===== config.mk =====
export PLATFORM = sky130hd
export DESIGN_NAME = ps2_mouse_packet_queue_core
export DESIGN_NICKNAME = d
export VERILOG_FILES = /design/src/hw/rtl/ps2mq_pkg.sv /design/src/hw/rtl/ps2mq_ram.sv /design/src/hw/rtl/ps2mq_pkt.sv /design/src/hw/rtl/ps2_mouse_packet_queue_core.sv
export SDC_FILE = /design/constraint.sdc
export NUM_CORES = 2
export LEC_CHECK = 0
export CAP_MARGIN = 20
export CORE_MARGIN = 10
export CORE_UTILIZATION = 35
export DETAILED_ROUTE_END_ITERATION = 12
export DONT_BUFFER_PORTS = 1
export PLACE_DENSITY = 0.57
export SYNTH_ARGS = -nofsm -noshare
export SYNTH_HDL_FRONTEND = slang
export SYNTH_HIERARCHICAL = 1
export SYNTH_SLANG_ARGS = --single-unit
export TNS_END_PERCENT = 10

===== constraint.sdc =====
create_clock -name aclk -period 18.7 [get_ports aclk]
set_input_delay 3.74 -clock aclk [delete_from_list [all_inputs] [get_ports aclk]]
set_output_delay 3.74 -clock aclk [all_outputs]
set_load 0.005 [all_outputs]

===== src/hw/rtl/ps2mq_pkg.sv =====
// ps2mq_pkg: shared sizes, codes and helpers for the mouse packet queue.
// No dependencies; imported by the assembler, the top level and the bench.
`default_nettype none

package ps2mq_pkg;

    localparam int QUEUE_DEPTH = 128;
    localparam int PTR_W       = (QUEUE_DEPTH > 1) ? $clog2(QUEUE_DEPTH) : 1;
    localparam int EV_W        = 22;   // x[8:0], y[18:9], buttons[21:19]

    localparam logic OP_BYTE = 1'b0;
    localparam logic OP_POP  = 1'b1;

    localparam logic [7:0] ST_OUT_FULL = 8'h01;
    localparam logic [7:0] ST_AUX      = 8'h20;
    localparam logic [7:0] HDR_SYNC    = 8'h08;
    localparam logic [7:0] HDR_OVF     = 8'hC0;
    localparam logic [7:0] HDR_XSIGN   = 8'h10;
    localparam logic [7:0] HDR_YSIGN   = 8'h20;
    localparam logic [7:0] HDR_BTN     = 8'h07;

    typedef logic [PTR_W-1:0] ptr_t;

    typedef enum logic [2:0] {
        PH_HDR = 3'b001,
        PH_X   = 3'b010,
        PH_Y   = 3'b100
    } phase_t;

    // event write request from the packet assembler
    typedef struct packed {
        logic            wr;
        logic [EV_W-1:0] data;
    } ev_wr_t;

    function automatic ptr_t ptr_inc(input ptr_t p);
        ptr_t r;
        if (p == PTR_W'(QUEUE_DEPTH - 1)) begin
            r = '0;
        end else begin
            r = p + ptr_t'(1);
        end
        return r;
    endfunction

endpackage

`default_nettype wire


===== src/hw/rtl/ps2mq_ram.sv =====
// ps2mq_ram: generic simple dual-port RAM, one write and one registered read port.
// No package dependency.
`default_nettype none

module ps2mq_ram #(
    parameter int WIDTH = 8,
    parameter int DEPTH = 16
) (
    input  wire logic                                  aclk,
    input  wire logic                                  we,
    input  wire logic [((DEPTH>1)?$clog2(DEPTH):1)-1:0] waddr,
    input  wire logic [WIDTH-1:0]                      wdata,
    input  wire logic                                  re,
    input  wire logic [((DEPTH>1)?$clog2(DEPTH):1)-1:0] raddr,
    output logic      [WIDTH-1:0]                      rdata
);

    logic [WIDTH-1:0] mem [DEPTH];

    always_ff @(posedge aclk) begin
        if (we) begin
            mem[waddr] <= wdata;
        end
        if (re) begin
            rdata <= mem[raddr];   // held while re is low
        end
    end

endmodule

`default_nettype wire


===== src/hw/rtl/ps2mq_pkt.sv =====
// ps2mq_pkt: three-byte packet assembler; filters bytes, decodes movement.
// Depends on ps2mq_pkg.
`default_nettype none

module ps2mq_pkt (
    input  wire logic              aclk,
    input  wire logic              aresetn,
    input  wire logic              byte_en,
    input  wire logic [7:0]        ctrl_status,
    input  wire logic [7:0]        rx_byte,
    output ps2mq_pkg::ev_wr_t      ev
);
    import ps2mq_pkg::*;

    phase_t     phase_reg, phase_next;
    logic [7:0] header_reg, header_next;
    logic [7:0] x_reg, x_next;
    logic       use_byte;
    logic [8:0] x9;
    logic [9:0] y10;
    logic [9:0] y_neg;

    assign use_byte = byte_en && ((ctrl_status & ST_OUT_FULL) != 8'h00)
                      && ((ctrl_status & ST_AUX) != 8'h00);

    assign x9    = {((header_reg & HDR_XSIGN) != 8'h00), x_reg};
    assign y10   = {{2{((header_reg & HDR_YSIGN) != 8'h00)}}, rx_byte};
    assign y_neg = 10'd0 - y10;

    always_comb begin
        phase_next  = phase_reg;
        header_next = header_reg;
        x_next      = x_reg;
        ev.wr       = 1'b0;
        ev.data     = {header_reg[2:0] & HDR_BTN[2:0], y_neg, x9};
        if (use_byte) begin
            case (phase_reg)
                PH_X: begin
                    x_next     = rx_byte;
                    phase_next = PH_Y;
                end
                PH_Y: begin
                    phase_next = PH_HDR;
                    ev.wr      = ((header_reg & HDR_OVF) == 8'h00);
                end
                default: begin
                    // waiting for a header; needs the sync bit
                    phase_next = PH_HDR;
                    if ((rx_byte & HDR_SYNC) != 8'h00) begin
                        header_next = rx_byte;
                        phase_next  = PH_X;
                    end
                end
            endcase
        end
    end

    always_ff @(posedge aclk) begin
        if (!aresetn) begin
            phase_reg  <= PH_HDR;
            header_reg <= 8'h00;
            x_reg      <= 8'h00;
        end else begin
            phase_reg  <= phase_next;
            header_reg <= header_next;
            x_reg      <= x_next;
        end
    end

endmodule

`default_nettype wire


===== src/hw/rtl/ps2_mouse_packet_queue_core.sv =====
// ps2_mouse_packet_queue_core: top level; mouse packet assembler feeding an
// event ring queue held in RAM. Depends on ps2mq_pkg, ps2mq_pkt, ps2mq_ram.
//
//  channel | dir | handshake        | payload
//  --------+-----+------------------+------------------------------------------
//  s_      | in  | s_tvalid/tready  | tuser: op; tdata: ctrl_status, rx_byte
//  m_      | out | m_tvalid/tready  | tuser: popped; tdata: move_x, move_y,
//          |     |                  |   button_bits, queue_nonempty
//
// Each item gives one result after passing through the issue stage (RAM read
// launched for a pop) and then the output register.
// A new item is taken every cycle while results are drained; the issue stage
// waits out the RAM's registered read port.
// A stall on m_ backs up into the issue stage and then drops s_tready.
// Synchronous active-low reset clears phase, pointers and valids; the event
// RAM itself is not cleared, since only written entries are ever popped.
`default_nettype none

module ps2_mouse_packet_queue_core (
    input  wire logic        aclk,
    input  wire logic        aresetn,
    input  wire logic        s_tvalid,
    output logic             s_tready,
    input  wire logic [15:0] s_tdata,   // [7:0] ctrl_status, [15:8] rx_byte
    input  wire logic [0:0]  s_tuser,   // [0] op
    output logic             m_tvalid,
    input  wire logic        m_tready,
    output logic      [23:0] m_tdata,   // [8:0] move_x, [18:9] move_y,
                                        // [21:19] button_bits,
                                        // [22] queue_nonempty, [23] zero
    output logic      [0:0]  m_tuser    // [0] popped
);
    import ps2mq_pkg::*;

    // handshakes
    logic accept;
    logic out_adv;
    logic stg_adv;

    // queue pointers
    ptr_t wr_ptr_reg, wr_ptr_next;
    ptr_t rd_ptr_reg, rd_ptr_next;
    logic do_wr;
    logic do_pop;

    ev_wr_t          ev;
    logic [EV_W-1:0] rdata;

    // issue stage: waits for the RAM read data
    logic stg_valid_reg, stg_valid_next;
    logic stg_pop_reg,   stg_pop_next;
    logic stg_ne_reg,    stg_ne_next;

    // output register
    logic            m_valid_reg, m_valid_next;
    logic            m_pop_reg,   m_pop_next;
    logic [EV_W:0]   m_data_reg,  m_data_next;

    assign out_adv  = !m_valid_reg || m_tready;
    assign stg_adv  = stg_valid_reg && out_adv;
    assign s_tready = !stg_valid_reg || out_adv;
    assign accept   = s_tvalid && s_tready;

    ps2mq_pkt u_pkt (
        .aclk        (aclk),
        .aresetn     (aresetn),
        .byte_en     (accept && (s_tuser[0] == OP_BYTE)),
        .ctrl_status (s_tdata[7:0]),
        .rx_byte     (s_tdata[15:8]),
        .ev          (ev)
    );

    // queue keeps one slot free; a full queue drops the new event
    assign do_wr  = ev.wr && (ptr_inc(wr_ptr_reg) != rd_ptr_reg);
    assign do_pop = accept && (s_tuser[0] == OP_POP) && (rd_ptr_reg != wr_ptr_reg);

    // writes and reads never hit the same live entry in one cycle: a pop
    // needs rd != wr, and the read data is held in the RAM output register
    ps2mq_ram #(
        .WIDTH (EV_W),
        .DEPTH (QUEUE_DEPTH)
    ) u_ram (
        .aclk  (aclk),
        .we    (do_wr),
        .waddr (wr_ptr_reg),
        .wdata (ev.data),
        .re    (do_pop),
        .raddr (rd_ptr_reg),
        .rdata (rdata)
    );

    always_comb begin
        wr_ptr_next = do_wr  ? ptr_inc(wr_ptr_reg) : wr_ptr_reg;
        rd_ptr_next = do_pop ? ptr_inc(rd_ptr_reg) : rd_ptr_reg;

        stg_valid_next = stg_valid_reg && !stg_adv;
        stg_pop_next   = stg_pop_reg;
        stg_ne_next    = stg_ne_reg;
        if (accept) begin
            stg_valid_next = 1'b1;
            stg_pop_next   = do_pop;
            stg_ne_next    = (rd_ptr_next != wr_ptr_next);
        end

        m_valid_next = m_valid_reg && !m_tready;
        m_pop_next   = m_pop_reg;
        m_data_next  = m_data_reg;
        if (stg_adv) begin
            m_valid_next = 1'b1;
            m_pop_next   = stg_pop_reg;
            m_data_next  = {stg_ne_reg, stg_pop_reg ? rdata : {EV_W{1'b0}}};
        end
    end

    always_ff @(posedge aclk) begin
        if (!aresetn) begin
            wr_ptr_reg    <= '0;
            rd_ptr_reg    <= '0;
            stg_valid_reg <= 1'b0;
            m_valid_reg   <= 1'b0;
        end else begin
            wr_ptr_reg    <= wr_ptr_next;
            rd_ptr_reg    <= rd_ptr_next;
            stg_valid_reg <= stg_valid_next;
            m_valid_reg   <= m_valid_next;
        end
    end

    // payload, no reset
    always_ff @(posedge aclk) begin
        stg_pop_reg <= stg_pop_next;
        stg_ne_reg  <= stg_ne_next;
        m_pop_reg   <= m_pop_next;
        m_data_reg  <= m_data_next;
    end

    assign m_tvalid   = m_valid_reg;
    assign m_tdata    = {1'b0, m_data_reg};
    assign m_tuser[0] = m_pop_reg;

endmodule

`default_nettype wire


Word-level counts from Yosys, hierarchy flattened
Memories as Yosys holds them, arrays and structs flattened. A register that Yosys moved wholly into a read port is not among the register bits.
Cells that the tools add are included.
{"block": "word_totals", "register_bits": 61, "mem_bits_rw": 2816, "input_bits": 21, "out_inout_bits": 27, "word_cells": 57, "memories": 1}
{"name": "u_ram.mem", "depth": 128, "width": 22, "rd": 1, "rd_ports_with_merged_regs": 1, "write_ports": 1, "line": "ps2mq_ram.sv:18", "source": "logic [WIDTH-1:0] mem [DEPTH];"}
{"block": "op_classes", "addsub": 3, "eq_ne": 7, "mux": 12, "bitwise": 2, "reduce_logical": 20}
{"op": "7-bit two-way mux", "count": 4}
{"op": "7-bit inequality test", "count": 3}
{"op": "7-bit by 1-bit adder with 7-bit output, second input constant", "count": 2}
{"op": "7-bit equality test, second input constant", "count": 2}
{"op": "1-bit logical AND", "count": 10}
{"op": "1-bit by 9-bit subtractor with 10-bit output, first input constant", "count": 1}
{"op": "8-bit logical NOT", "count": 1}
{"op": "1-bit two-way mux", "count": 6}
{"op": "3-bit one-hot mux with 2 select lines", "count": 1}
{"op": "1-bit logical NOT", "count": 4}
{"op": "3-bit by 2-bit equality test with 1-bit output, second input constant", "count": 1}
{"op": "3-bit equality test, second input constant", "count": 1}
{"op": "3-bit AND reduction", "count": 1}
{"op": "1-bit logical OR", "count": 2}
{"op": "2-bit two-way mux", "count": 1}
{"op": "1-bit inverter", "count": 2}
{"op": "2-bit AND reduction", "count": 1}
{"op": "2-bit OR reduction", "count": 1}

Depth between registers and ports, before layout
{"block": "logic_depth", "word_depth": 11, "mapped_depth": 13, "mapped_depth_nobuf": 10}

Modules after synthesis
Netlist, hierarchy kept.
{"module": "ps2mq_ram", "n_inst": 1, "cells_each": 4175, "area_each_um2": 107883.5, "seq_area_each_um2": 85221.7}
{"module": "ps2_mouse_packet_queue_core", "n_inst": 1, "cells_each": 209, "area_each_um2": 2292.2, "seq_area_each_um2": 1101.1}
{"module": "ps2mq_pkt", "n_inst": 1, "cells_each": 117, "area_each_um2": 963.4, "seq_area_each_um2": 360.3}

Worst setup path before layout
OpenSTA, ideal clock, no wires.
{"block": "synth_timing", "path_type": "input port to flip-flop", "start": "in s_tdata[11]", "end": "mem u_ram/mem[0][18] in the netlist's numbering, data pin", "setup_ns": 0.969, "arrival_ns": 7.967, "required_ns": 17.731, "setup_slack_ns": 9.764, "path_stages": 3, "path_buffers": 1, "path_cell_list": "clkbuf_1 > nor3_2 > a31oi_1"}
{"item": "start: declaration", "line": "ps2_mouse_packet_queue_core.sv:24", "source": "input wire logic [15:0] s_tdata,"}
{"item": "end: declaration", "line": "ps2mq_ram.sv:18"}

==> flow_summary.json <==
{
  "combinationalPowerShare": 0.006,
  "yosysWarningCount": 6,
  "synth_fp_nets": 4525,
  "cell_internal_pwr_mw": 10.3,
  "hold_violations": 0,
  "critical-path-slowest-cell": "nor2_4",
  "dpl.hpwl_um": 152000,
  "timing.final.setup_violations": 0,
  "cts.path.max_buffers": 4,
  "final_layout_size_suffix_gt1_frac": 0.338,
  "ant_nets_after_route": 0,
  "power.leakage_nw": 33.5,
  "crit_path_start_kind": "input port",
  "worst_path_largest_cell_delay_ns": 0.82,
  "critical_path.endpoint_type": "register",
  "run_status": "finished, final reports clean",
  "ios": 48,
  "layout.cell_area.non_filler_um2": 126000,
  "die_w_um": 584,
  "synth_flop_cell": "edfxtp_1",
  "arrival_ns": 9.07,
  "grt_start_max_net_pins": 141,
  "track_usage": 0.154,
  "power.clock.fraction": 0.437,
  "synth_cell_type_count": 64,
  "wirelength_um": 269000,
  "gpl.final_weighted_congestion": 0.769,
  "fmax_ghz": 0.116,
  "postSynthCellCount": 4501,
  "worstRegToRegCells": 8,
  "numCtsBuffers": 292,
  "post-place-ws_ns": 9.16,
  "post_cts_resize_count": 0,
  "worst-endpoint-required_ns": 19.15,
  "mappedNetlistArea_um2": 111000,
  "area_growth_syn_to_layout_pct": 13.7,
  "vias_per_cell": 5.41,
  "drc": 0,
  "fp.coreArea_um2": 315000,
  "hold_path_end": "u_pkt/header_reg[7]",
  "dr.pass1.iters": 5,
  "max-slew-margin-rel": 0.213,
  "p_switching_mw": 2.48,
  "clock_tree_from_tritoncts": "yes",
  "clkLatencyLatePin_ns": 0.86,
  "timing.final.max_slew_violations": 0,
  "detailedRoute.firstIterationViolations": 5149,
  "nets": 4702,
  "setup_tns_ns": 0,
  "grt_pass1_vias": 49900,
  "timing.clock.skew_ns": 0.0467,
  "timing.reg2reg.setup_slack_ns": 12.28,
  "total_number_of_h_tree_levels": 5,
  "clk_transition_reported_paths_ns": 0.06,
  "cts_setup_buffers": 0,
  "numClockSinks": 2898,
  "ctsHoldBuffers": 0,
  "layout.filler_cells": 27500,
  "via_count": 49100,
  "async_reset_ff_frac": 0,
  "row_count": 206,
  "grt_pass1_wl_um": 382000,
  "start_util": 0.352,
  "seq_power_share": 0.557,
  "synth-seq-cells": 2898,
  "setup.worst_path.class": "in2reg",
  "largest_register_ff_count": 2816,
  "power.density_nw_per_um2": 101,
  "ir_worst_vdd_mv": 0.0764,
  "path_cells": "nand3b_1 > and2_1 > nor2b_1 > nand3_1 > nor3_1 > buf_4 > inv_1 > a21oi_4 > nor2b_1 > nand2_1 > buf_4 > nor2_4",
  "yosysSeqAreaShare": 0.780,
  "layout_min_cycle_time_ns": 8.62,
  "synth_area_per_cell_um2": 24.7,
  "switching_share": 0.194,
  "max_cap_violations": 0,
  "worst_hold_path_type": "reg2reg",
  "postPlaceCellArea_um2": 117000,
  "launch_instance_of_the_worst_register_to_register_path": "rd_ptr_reg[0]",
  "cts-root-buf": "clkbuf_16",
  "tightestPinTransition_ns": 1.18,
  "area_of_the_die_um2": 340000,
  "synth_edf_count": 2864,
  "timing.final.crit_share": 0.461,
  "die_height_um": 584,
  "min_delay_path_depth": 2,
  "rsz0062_at_grt": "no",
  "port-buffer-count": 0,
  "timing.rr.end": "u_ram/rdata[2]",
  "post_drt_wl_per_cell_um": 29.6,
  "hp-start": "u_pkt/header_reg[7]",
  "grt.overflow.total": 0,
  "grt_antenna_before_repair": 39,
  "post-route-worst-setup-slack_ns": 10.08,
  "path_max_fanout": 22
}
## synthesized netlist by cell type, drive strengths merged, types with 9 or more instances
library cell     n  share of area
mux2            22         0.0022
xor2            14         0.0012
nor2           145         0.0049
o21ai           16        0.00082
mux4           924           0.19
a21oi           15        0.00081
nor3            17        0.00081
mux2i           12         0.0011
buf            100         0.0046
edfxtp        2864           0.77
and2            27         0.0015
nand2           40         0.0014
dfxtp           34         0.0061
inv              9        0.00033
xnor2           12        0.00095
nand3           33         0.0016
clkbuf         145         0.0049
## placed cells by master (no fill, tap or decap), drive strengths merged, types with 17 or more instances in the layout
cell type / n
mux2: 22
clkinv: 117
buf: 128
edfxtp: 2864
mux4: 924
diode: 31
nand3: 33
nor2: 145
nor3: 17
nand2: 40
and2: 27
inv: 17
dfxtp: 34
clkbuf: 350
## per-layer routing
layer	vias up	GRT usage	wire (µm)
li1	19800	-	-
met1	27400	0.219	114000
met2	1613	0.248	130000
met3	332	0.0282	18100
met4	2	0.0398	6100
met5	-	0	13
## critical path: cells and delay by family
kind | cells | cell delay [ns]
and+or+nand+nor | 8 | 4.02
AOI/OAI and AO/OA | 1 | 0.40
buffers and inverters | 3 | 0.83
## how the worst max path moves through the flow
stage	cells after the start	slack (ns)	startpoint	to
finish	12	10.08	m_tready	u_ram/mem[34][5]
floorplan	3	9.76	s_tdata[11]	u_ram/mem[0][18]
global placement	11	9.06	m_tready	u_ram/mem[39][12]
CTS	12	10.09	m_tready	u_ram/mem[34][5]
global route	12	9.94	m_tready	u_ram/mem[34][5]
detailed placement	12	9.16	m_tready	u_ram/mem[34][13]
## final cells by class
class,instances,area [µm²],share of cell area
Antenna cell,31,77.6,0.000614
Clock buffer,350,7690,0.0609
Clock inverter,155,1260,0.00994
Inverter,10,40.0,0.000317
Multi-Input combinational cell,1348,24200,0.192
Sequential cell,2898,86800,0.686
Tap cell,4160,5200,0.0412
Timing Repair Buffer,128,1140,0.00899
## per-stage QoR
stage,instances,power [mW],hold WS [ns],utilization
floorplan,4501,7.28,0.400,-
global placement,8539,7.30,0.446,0.372
detailed placement,8540,7.31,0.457,0.372
CTS,9045,12.9,0.466,0.400
global route,9071,13.1,0.503,0.401
finish,9080,12.7,0.464,0.401
## power groups by stage
stage	clock network, mW	registers (mW)	logic, mW
after floorplan	0	7.24	0.0350
after detailed placement	0	7.24	0.0755
after CTS	5.69	7.10	0.0751
final	5.57	7.10	0.0745
after global placement	0	7.23	0.0700
after global routing	5.94	7.09	0.0809
## logic make-up (layout without fill, tap and decap cells)
family	count (synthesis)	count (layout)	share of synthesized area
adders and majority gates	3	3	0.000338
and+or+nand+nor	296	296	0.0124
muxes	958	958	0.191
buffers and inverters	255	643	0.00991
xor gates and xnor gates	29	29	0.00276
AOI/OAI and AO/OA	61	61	0.00404
DFF	2898	2898	0.780
other	1	32	0.0000337
No activity file was read; power rests on OpenSTA's default activity.
